[src/rtl/sgbm_pkg.sv]
package sgbm_pkg;

    localparam int MAP_BYTES_DEF = 512;
    localparam int TSN_W         = 32;
    localparam int OFS_W         = 16;
    localparam int IDX_W         = 9;
    localparam int ALU_W         = TSN_W + 1;
    localparam int IN_TDATA_W    = 112;
    localparam int OUT_TDATA_W   = 16;
    localparam logic [2:0] BIT_IN_BYTE_MAX = 3'h7;

    typedef enum logic [1:0] {
        OP_MARK  = 2'd0,
        OP_CLEAR = 2'd1,
        OP_READ  = 2'd2,
        OP_NONE  = 2'd3
    } t_op;

    typedef enum logic [1:0] {
        ALU_ADD = 2'd0,
        ALU_SUB = 2'd1,
        ALU_INC = 2'd2,
        ALU_PASS = 2'd3
    } t_alu_op;

    typedef struct packed {
        t_alu_op          op;
        logic [ALU_W-1:0] a;
        logic [ALU_W-1:0] b;
    } t_alu_req;

    // bits lo..hi of one bitmap byte
    function automatic logic [7:0] run_mask(input logic [2:0] lo, input logic [2:0] hi);
        run_mask = (8'hFF << lo) & (8'hFF >> (BIT_IN_BYTE_MAX - hi));
    endfunction

endpackage

[src/rtl/sgbm_alu.sv]
module sgbm_alu (
    input  sgbm_pkg::t_alu_req             i_req,
    output logic [sgbm_pkg::ALU_W-1:0]     o_sum
);
    import sgbm_pkg::*;

    logic [ALU_W-1:0] w_b;
    logic             w_cin;

    always_comb begin
        case (i_req.op)
            ALU_ADD: begin
                w_b   = i_req.b;
                w_cin = 1'b0;
            end
            ALU_SUB: begin
                w_b   = ~i_req.b;
                w_cin = 1'b1;
            end
            ALU_INC: begin
                w_b   = '0;
                w_cin = 1'b1;
            end
            default: begin
                w_b   = '0;
                w_cin = 1'b0;
            end
        endcase
    end

    assign o_sum = i_req.a + w_b + ALU_W'(w_cin);

endmodule

[src/rtl/sack_gap_block_bitmap_marker.sv]
// SACK gap block bitmap marker.
// Input channel s_axis carries one command item: mark a gap ack block, clear the
// whole received-TSN bitmap, or read one bitmap byte. Every item gives exactly
// one result item on m_axis, in order.
// One item is worked at a time; s_axis_tready is high only while idle. A single
// 33-bit adder under a small sequencer does all arithmetic (offset, length,
// run end, address steps). The bitmap is a single-port RAM with registered read.
// Steps from accept to result loaded:
//   mark  : offset, start, length, run end, then one read-modify-write per
//           bitmap byte touched (none if reversed or starting past the map)
//   clear : one RAM byte zeroed per cycle, over the whole map
//   read  : one RAM read of the indexed byte
//   op 3  : no work, goes straight to the result
// The next item can be accepted in the cycle after the result loads.
// Reset (i_rst_n low, synchronous) starts a clearing pass over all MAP_BYTES bytes;
// s_axis_tready stays low until it ends.
// The result sits in an output register; the next item may be accepted while it
// waits. If the receiver stalls, the next result is held in the sequencer until
// the output register empties.
module sack_gap_block_bitmap_marker #(
    parameter int MAP_BYTES = sgbm_pkg::MAP_BYTES_DEF
) (
    input  logic                                i_clk,
    input  logic                                i_rst_n,
    input  logic                                s_axis_tvalid,
    output logic                                s_axis_tready,
    // op[1:0], cum_ack_tsn[33:2], map_base_tsn[65:34], gap_start[81:66],
    // gap_end[97:82], byte_index[106:98], zero[111:107]
    input  logic [sgbm_pkg::IN_TDATA_W-1:0]     s_axis_tdata,
    input  logic                                s_axis_tlast,   // last_block
    output logic                                m_axis_tvalid,
    input  logic                                m_axis_tready,
    // read_byte[7:0], beyond_map[8], zero[15:9]
    output logic [sgbm_pkg::OUT_TDATA_W-1:0]    m_axis_tdata,
    output logic                                m_axis_tlast    // sack_done
);
    import sgbm_pkg::*;

    localparam int AW       = $clog2(MAP_BYTES);
    localparam int BIT_W    = AW + 3;
    localparam int MAP_BITS = MAP_BYTES * 8;

    typedef enum logic [10:0] {
        S_IDLE = 11'b00000000001,
        S_SUB  = 11'b00000000010,
        S_ADD  = 11'b00000000100,
        S_LEN  = 11'b00000001000,
        S_LAST = 11'b00000010000,
        S_RD   = 11'b00000100000,
        S_WR   = 11'b00001000000,
        S_CLR  = 11'b00010000000,
        S_GET  = 11'b00100000000,
        S_GOT  = 11'b01000000000,
        S_DONE = 11'b10000000000
    } t_state;

    t_state r_state, n_state;

    // input fields
    t_op               w_op;
    logic [TSN_W-1:0]  w_cum, w_base;
    logic [OFS_W-1:0]  w_gs, w_ge;
    logic [IDX_W-1:0]  w_idx;
    logic              w_idx_ok;

    assign w_op   = t_op'(s_axis_tdata[1:0]);
    assign w_cum  = s_axis_tdata[33:2];
    assign w_base = s_axis_tdata[65:34];
    assign w_gs   = s_axis_tdata[81:66];
    assign w_ge   = s_axis_tdata[97:82];
    assign w_idx  = s_axis_tdata[106:98];
    assign w_idx_ok = 32'(w_idx) < 32'(MAP_BYTES);

    logic [TSN_W-1:0]  r_cum, r_base, r_first;
    logic [OFS_W-1:0]  r_gs, r_ge, r_len;
    logic [AW-1:0]     r_addr, r_end;
    logic [2:0]        r_lo, r_hi;
    logic              r_init, r_idx_ok;
    logic [7:0]        r_res_byte;
    logic              r_res_beyond, r_res_done;
    logic [7:0]        r_rdata;
    logic              r_ovalid;
    logic [7:0]        r_obyte;
    logic              r_obeyond, r_olast;

    logic [7:0]        r_mem [MAP_BYTES];

    t_alu_req          w_req;
    logic [ALU_W-1:0]  w_sum;

    sgbm_alu u_alu (
        .i_req (w_req),
        .o_sum (w_sum)
    );

    // shared adder operand select
    always_comb begin
        w_req.op = ALU_PASS;
        w_req.a  = '0;
        w_req.b  = '0;
        case (r_state)
            S_SUB: begin
                w_req.op = ALU_SUB;
                w_req.a  = {1'b0, r_cum};
                w_req.b  = {1'b0, r_base};
            end
            S_ADD: begin
                w_req.op = ALU_ADD;
                w_req.a  = {1'b0, r_first};
                w_req.b  = ALU_W'(r_gs);
            end
            S_LEN: begin
                w_req.op = ALU_SUB;
                w_req.a  = ALU_W'(r_ge);
                w_req.b  = ALU_W'(r_gs);
            end
            S_LAST: begin
                w_req.op = ALU_ADD;
                w_req.a  = {1'b0, r_first};
                w_req.b  = ALU_W'(r_len);
            end
            S_WR, S_CLR: begin
                w_req.op = ALU_INC;
                w_req.a  = ALU_W'(r_addr);
            end
            default: begin
                w_req.op = ALU_PASS;
            end
        endcase
    end

    logic             w_first_out, w_last_out;
    logic [BIT_W-1:0] w_stop;
    logic             w_load;
    logic             w_wr_en, w_rd_en;
    logic [7:0]       w_wr_data;

    assign w_first_out = r_first >= TSN_W'(MAP_BITS);
    assign w_last_out  = w_sum >= ALU_W'(MAP_BITS);
    assign w_stop      = w_last_out ? BIT_W'(MAP_BITS - 1) : w_sum[BIT_W-1:0];

    assign w_load  = (r_state == S_DONE) && (!r_ovalid || m_axis_tready);
    assign w_wr_en = (r_state == S_WR) || (r_state == S_CLR);
    assign w_rd_en = (r_state == S_RD) || (r_state == S_GET);
    assign w_wr_data = (r_state == S_WR)
                     ? (r_rdata | run_mask(r_lo, (r_addr == r_end) ? r_hi : BIT_IN_BYTE_MAX))
                     : 8'h00;

    always_ff @(posedge i_clk) begin
        if (w_wr_en) begin
            r_mem[r_addr] <= w_wr_data;
        end
        if (w_rd_en) begin
            r_rdata <= r_mem[r_addr];
        end
    end

    always_comb begin
        n_state = r_state;
        case (r_state)
            S_IDLE: begin
                if (s_axis_tvalid) begin
                    case (w_op)
                        OP_MARK:  n_state = S_SUB;
                        OP_CLEAR: n_state = S_CLR;
                        OP_READ:  n_state = S_GET;
                        default:  n_state = S_DONE;
                    endcase
                end
            end
            S_SUB:  n_state = S_ADD;
            S_ADD:  n_state = S_LEN;
            S_LEN:  n_state = w_sum[ALU_W-1] ? S_DONE : S_LAST;
            S_LAST: n_state = w_first_out ? S_DONE : S_RD;
            S_RD:   n_state = S_WR;
            S_WR:   n_state = (r_addr == r_end) ? S_DONE : S_RD;
            S_CLR: begin
                if (r_addr == AW'(MAP_BYTES - 1)) begin
                    n_state = r_init ? S_IDLE : S_DONE;
                end
            end
            S_GET:  n_state = S_GOT;
            S_GOT:  n_state = S_DONE;
            S_DONE: n_state = w_load ? S_IDLE : S_DONE;
            default: n_state = S_IDLE;
        endcase
    end

    always_ff @(posedge i_clk) begin
        if (!i_rst_n) begin
            r_state  <= S_CLR;
            r_addr   <= '0;
            r_init   <= 1'b1;
            r_ovalid <= 1'b0;
        end else begin
            r_state <= n_state;
            case (r_state)
                S_IDLE: begin
                    if (s_axis_tvalid) begin
                        r_addr <= (w_op == OP_READ && w_idx_ok) ? AW'(w_idx) : '0;
                    end
                end
                S_LAST: begin
                    r_addr <= w_first_out ? '0 : r_first[BIT_W-1:3];
                end
                S_WR, S_CLR: begin
                    r_addr <= w_sum[AW-1:0];
                end
                default: begin
                    r_addr <= r_addr;
                end
            endcase
            if (r_state == S_CLR && r_addr == AW'(MAP_BYTES - 1)) begin
                r_init <= 1'b0;
            end
            if (w_load) begin
                r_ovalid <= 1'b1;
            end else if (m_axis_tready) begin
                r_ovalid <= 1'b0;
            end
        end
    end

    // payload
    always_ff @(posedge i_clk) begin
        case (r_state)
            S_IDLE: begin
                r_cum        <= w_cum;
                r_base       <= w_base;
                r_gs         <= w_gs;
                r_ge         <= w_ge;
                r_idx_ok     <= w_idx_ok;
                r_res_byte   <= 8'h00;
                r_res_beyond <= 1'b0;
                r_res_done   <= (w_op == OP_MARK) ? s_axis_tlast : 1'b0;
            end
            S_SUB: r_first <= w_sum[TSN_W-1:0];
            S_ADD: r_first <= w_sum[TSN_W-1:0];
            S_LEN: r_len   <= w_sum[OFS_W-1:0];
            S_LAST: begin
                r_res_beyond <= w_last_out;
                r_end        <= w_stop[BIT_W-1:3];
                r_hi         <= w_stop[2:0];
                r_lo         <= r_first[2:0];
            end
            S_WR: r_lo <= 3'd0;
            S_GOT: r_res_byte <= r_idx_ok ? r_rdata : 8'h00;
            default: begin
                r_lo <= r_lo;
            end
        endcase
        if (w_load) begin
            r_obyte   <= r_res_byte;
            r_obeyond <= r_res_beyond;
            r_olast   <= r_res_done;
        end
    end

    assign s_axis_tready = (r_state == S_IDLE);
    assign m_axis_tvalid = r_ovalid;
    assign m_axis_tdata  = {7'b0, r_obeyond, r_obyte};
    assign m_axis_tlast  = r_olast;

endmodule

[config.mk]
export PLATFORM = sky130hd
export DESIGN_NAME = sack_gap_block_bitmap_marker
export DESIGN_NICKNAME = d
export VERILOG_FILES = /design/src/rtl/sgbm_pkg.sv /design/src/rtl/sgbm_alu.sv /design/src/rtl/sack_gap_block_bitmap_marker.sv
export SDC_FILE = /design/constraint.sdc
export NUM_CORES = 2
export LEC_CHECK = 0
export BUFFER_PORTS_ARGS = -buffer_cell sky130_fd_sc_hd__buf_4
export CAP_MARGIN = 10
export CORE_MARGIN = 2
export CORE_UTILIZATION = 40
export DETAILED_ROUTE_END_ITERATION = 16
export PLACE_DENSITY_LB_ADDON = 0.3
export SYNTH_ARGS = -nofsm -noshare
export SYNTH_HDL_FRONTEND = slang
export SYNTH_SLANG_ARGS = --single-unit
[constraint.sdc]
create_clock -name i_clk -period 17 [get_ports i_clk]
set_input_delay 0.85 -clock i_clk [delete_from_list [all_inputs] [get_ports i_clk]]
set_output_delay 0.85 -clock i_clk [all_outputs]
set_load 0.05 [all_outputs]
==> flow_summary.yaml <==
place:
  dp_slack_ns: 9.66
  portBuffers: 123
  gp_congestion: 0.849
  dp_hpwl_um: 241000
  dp_cells: 12985
hold_path:
  hp-class: "input pin to register"
yosys:
  netlist_area_mm2: 0.169
  yosysMostFrequentCell: "edfxtp_1"
  ys_seq_area_share_pct: 76.4
  synthFlopType: "edfxtp_1"
  synth_common_cells: "edfxtp_1, mux4_2, nor2_1"
  syn_avg_cell_area_um2: 22.4
  synth.area.top_cells: "edfxtp_1, mux4_2, nor2_1"
  yosys_warnings: 0
  synth_async_sr_flop_share_pct: 0
  synth_edf_count: 4283
  synth_cells: 7542
  ys_seq_elements: 4305
  synth_top_area_cell: "edfxtp_1"
  yosysTopAreaCellShare_pct: 76.2
  synth_cell_types: 74
cells_and_area:
  area_delta_synth_final_pct: 12.7
  fillers: 34597
  drive_above_1_share_pct: 27.4
  layout.cells.non_filler: 13821
  nets: 7988
  register_area_mm2: 0.129
  post-route-util_pct: 45.3
  multi_input_area_mm2: 0.0378
clock_network:
  path_clk_slew_ns: 0.06
  clkSinkCount: 4305
  cts_buffer_depth: 4
  cts_inserted_buffers: 425
  post-cts-setup-buffer-count: 0
  clock_latency_ns: 1.00
  root_buffer: "clkbuf_16"
  cts_tree: "yes"
  htreeDepth: 5
  postCtsHoldBufs: 61
  cts_resized: 0
die:
  fp-row-count: 238
  ios: 136
  die_y_um: 654
  die_w_um: 654
  core-area_mm2: 0.420
  start_util_pct: 40.2
  die_area_mm2: 0.427
global_route:
  grt_max_degree: 228
  groute.usage.overall_pct: 19.0
  antenna_found_initial: 11
  grt_pass1_vias: 80719
  grt_pass1_wl_um: 591000
  grt_overflow: 0
detailed_routing:
  remaining_drc_errors: 0
  first_iter_violations: 9698
  drt_wl_total_um: 412000
  drt_pass1_iterations: 10
  routedWlPerCell_um: 29.8
  num_vias: 79250
  detail-route-antenna-nets: 0
  via_per_inst: 5.73
sta:
  finalSetupViolCount: 0
  fmax_ghz: 0.137
  grt_setup_unrepaired: "no"
  finalCriticalPeriod_ns: 7.28
  slew_headroom_pct: 4.96
  hold_viol: 0
  fin_ws_ns: 9.72
  worst_pin_slew_ns: 1.41
  skew_ns: 0.0460
  slew_viol_final: 0
  fin_crit_sh_pct: 42.8
  tns_ns: 0
critical_path:
  path_class: "register to register"
  worstPathRequired_ns: 17.67
  critPathMaxFanout: 72
  worstSetupEndpointType: "register"
  cp.arrival_ns: 7.95
  worstSetupStartpointType: "register"
power:
  finalPower_uw: 21400
  ir_drop_mv: 0.0855
  leakage_uw: 0.0566
  p_per_area_mw_per_mm2: 113
job:
  drv_cap: 0
status:
  status: "finished, final reports clean"
-- placed cells by master (no fill, tap or decap), types with 11 or more instances in the layout --
cell type	n
a211oi_1	18
a21oi_1	55
a222oi_1	32
a22o_1	20
a22oi_1	19
a31oi_1	13
and2_1	22
and3_1	18
buf_12	21
buf_4	248
bufinv_16	34
clkbuf_1	88
clkbuf_16	428
clkinv_1	107
clkinv_2	64
clkinvlp_4	15
dfxtp_1	16
dlygate4sd3_1	61
edfxtp_1	4283
ha_1	33
inv_1	31
inv_6	14
mux2_2	37
mux2i_1	39
mux4_2	1310
nand2_1	149
nand2b_1	18
nand3_1	48
nand4_1	27
nor2_1	578
nor2b_1	14
nor3_1	31
o211a_1	11
o21ai_0	32
xnor2_1	19
xor2_1	11
-- state kept, by name, summed over array words and instances, names as in the netlist --
signal,flops
r_hi,3
r_rdata,8
r_end,9
m_axis_tvalid,1
r_res_beyond,1
r_obyte,8
r_len,16
r_addr,9
r_state,11
r_lo,3
m_axis_tlast,1
r_mem,4096
r_first,32
r_cum,32
r_gs,16
r_ge,16
r_obeyond,1
r_res_byte,8
r_init,1
r_base,32
r_res_done,1
-- critical path, stage by stage, from the launching register on --
cell and delay (ns):
dfxtp_4 0.92, buf_4 0.79, buf_4 0.65, buf_12 0.43, buf_4 0.68, mux4_2 0.64, mux4_2 0.53, mux2i_1 0.43
o32ai_1 0.18, nor4_1 1.19, nand4_1 0.16
-- metrics by stage --
| stage | hold WS [ns] | cell area [um2] |
|---|---|---|
| floorplan | 0.400 | 169000 |
| global placement | 0.405 | 176000 |
| detailed placement | 0.411 | 176000 |
| CTS | 0.000499 | 190000 |
| global route | 0.0175 | 190000 |
| finish | 0.0561 | 190000 |
-- logic make-up after synthesis --
logic type,synth area share (%)
AO/OA/AOI/OAI,1.23
XOR/XNOR,0.156
adder cells (fa/ha/maj),0.268
buffers and inverters,1.36
flip-flops,76.4
multiplexers,18.0
other,0.00222
AND/OR/NAND/NOR,2.58
-- layout make-up --
class	count	share of cell area, %
clock buffer	518	5.82
timing repair buffer	332	1.54
antenna	6	0.00789
inverter	34	0.0710
sequential	4305	67.8
clock inverter	248	1.18
multi-input combinational	2738	19.9
tap	5640	3.71
-- where the power goes --
group,leakage [uW],internal (uW),switching (uW)
logic,0.0116,362,447
clock network,0.00647,5140,3950
registers,0.0385,11500,13.3
-- routing by layer --
layer	global-route usage (%)	up-vias	part of all wire [%]
met3	3.34	521	7.6
met4	4.50	6	2.3
li1	-	32479	-
met5	0	-	0.0097
met2	30.9	3354	49
met1	26.8	42890	41
-- worst paths after layout --
kind / cells past startpoint / start / end / slack [ns]
hold reg to reg: 0 / r_res_byte[4]$_SDFFCE_PN0P_ / r_obyte[4]$_DFFE_PP_ / 0.42
setup / recovery: 10 / r_addr[0]$_SDFFE_PN0P_ / r_rdata[3]$_DFFE_PP_ / 9.72
setup reg to reg: 10 / r_addr[0]$_SDFFE_PN0P_ / r_rdata[3]$_DFFE_PP_ / 9.72
hold / removal: 1 / s_axis_tdata[13] / r_cum[11]$_DFFE_PP_ / 0.06
Power figures use the tool's default switching activity.
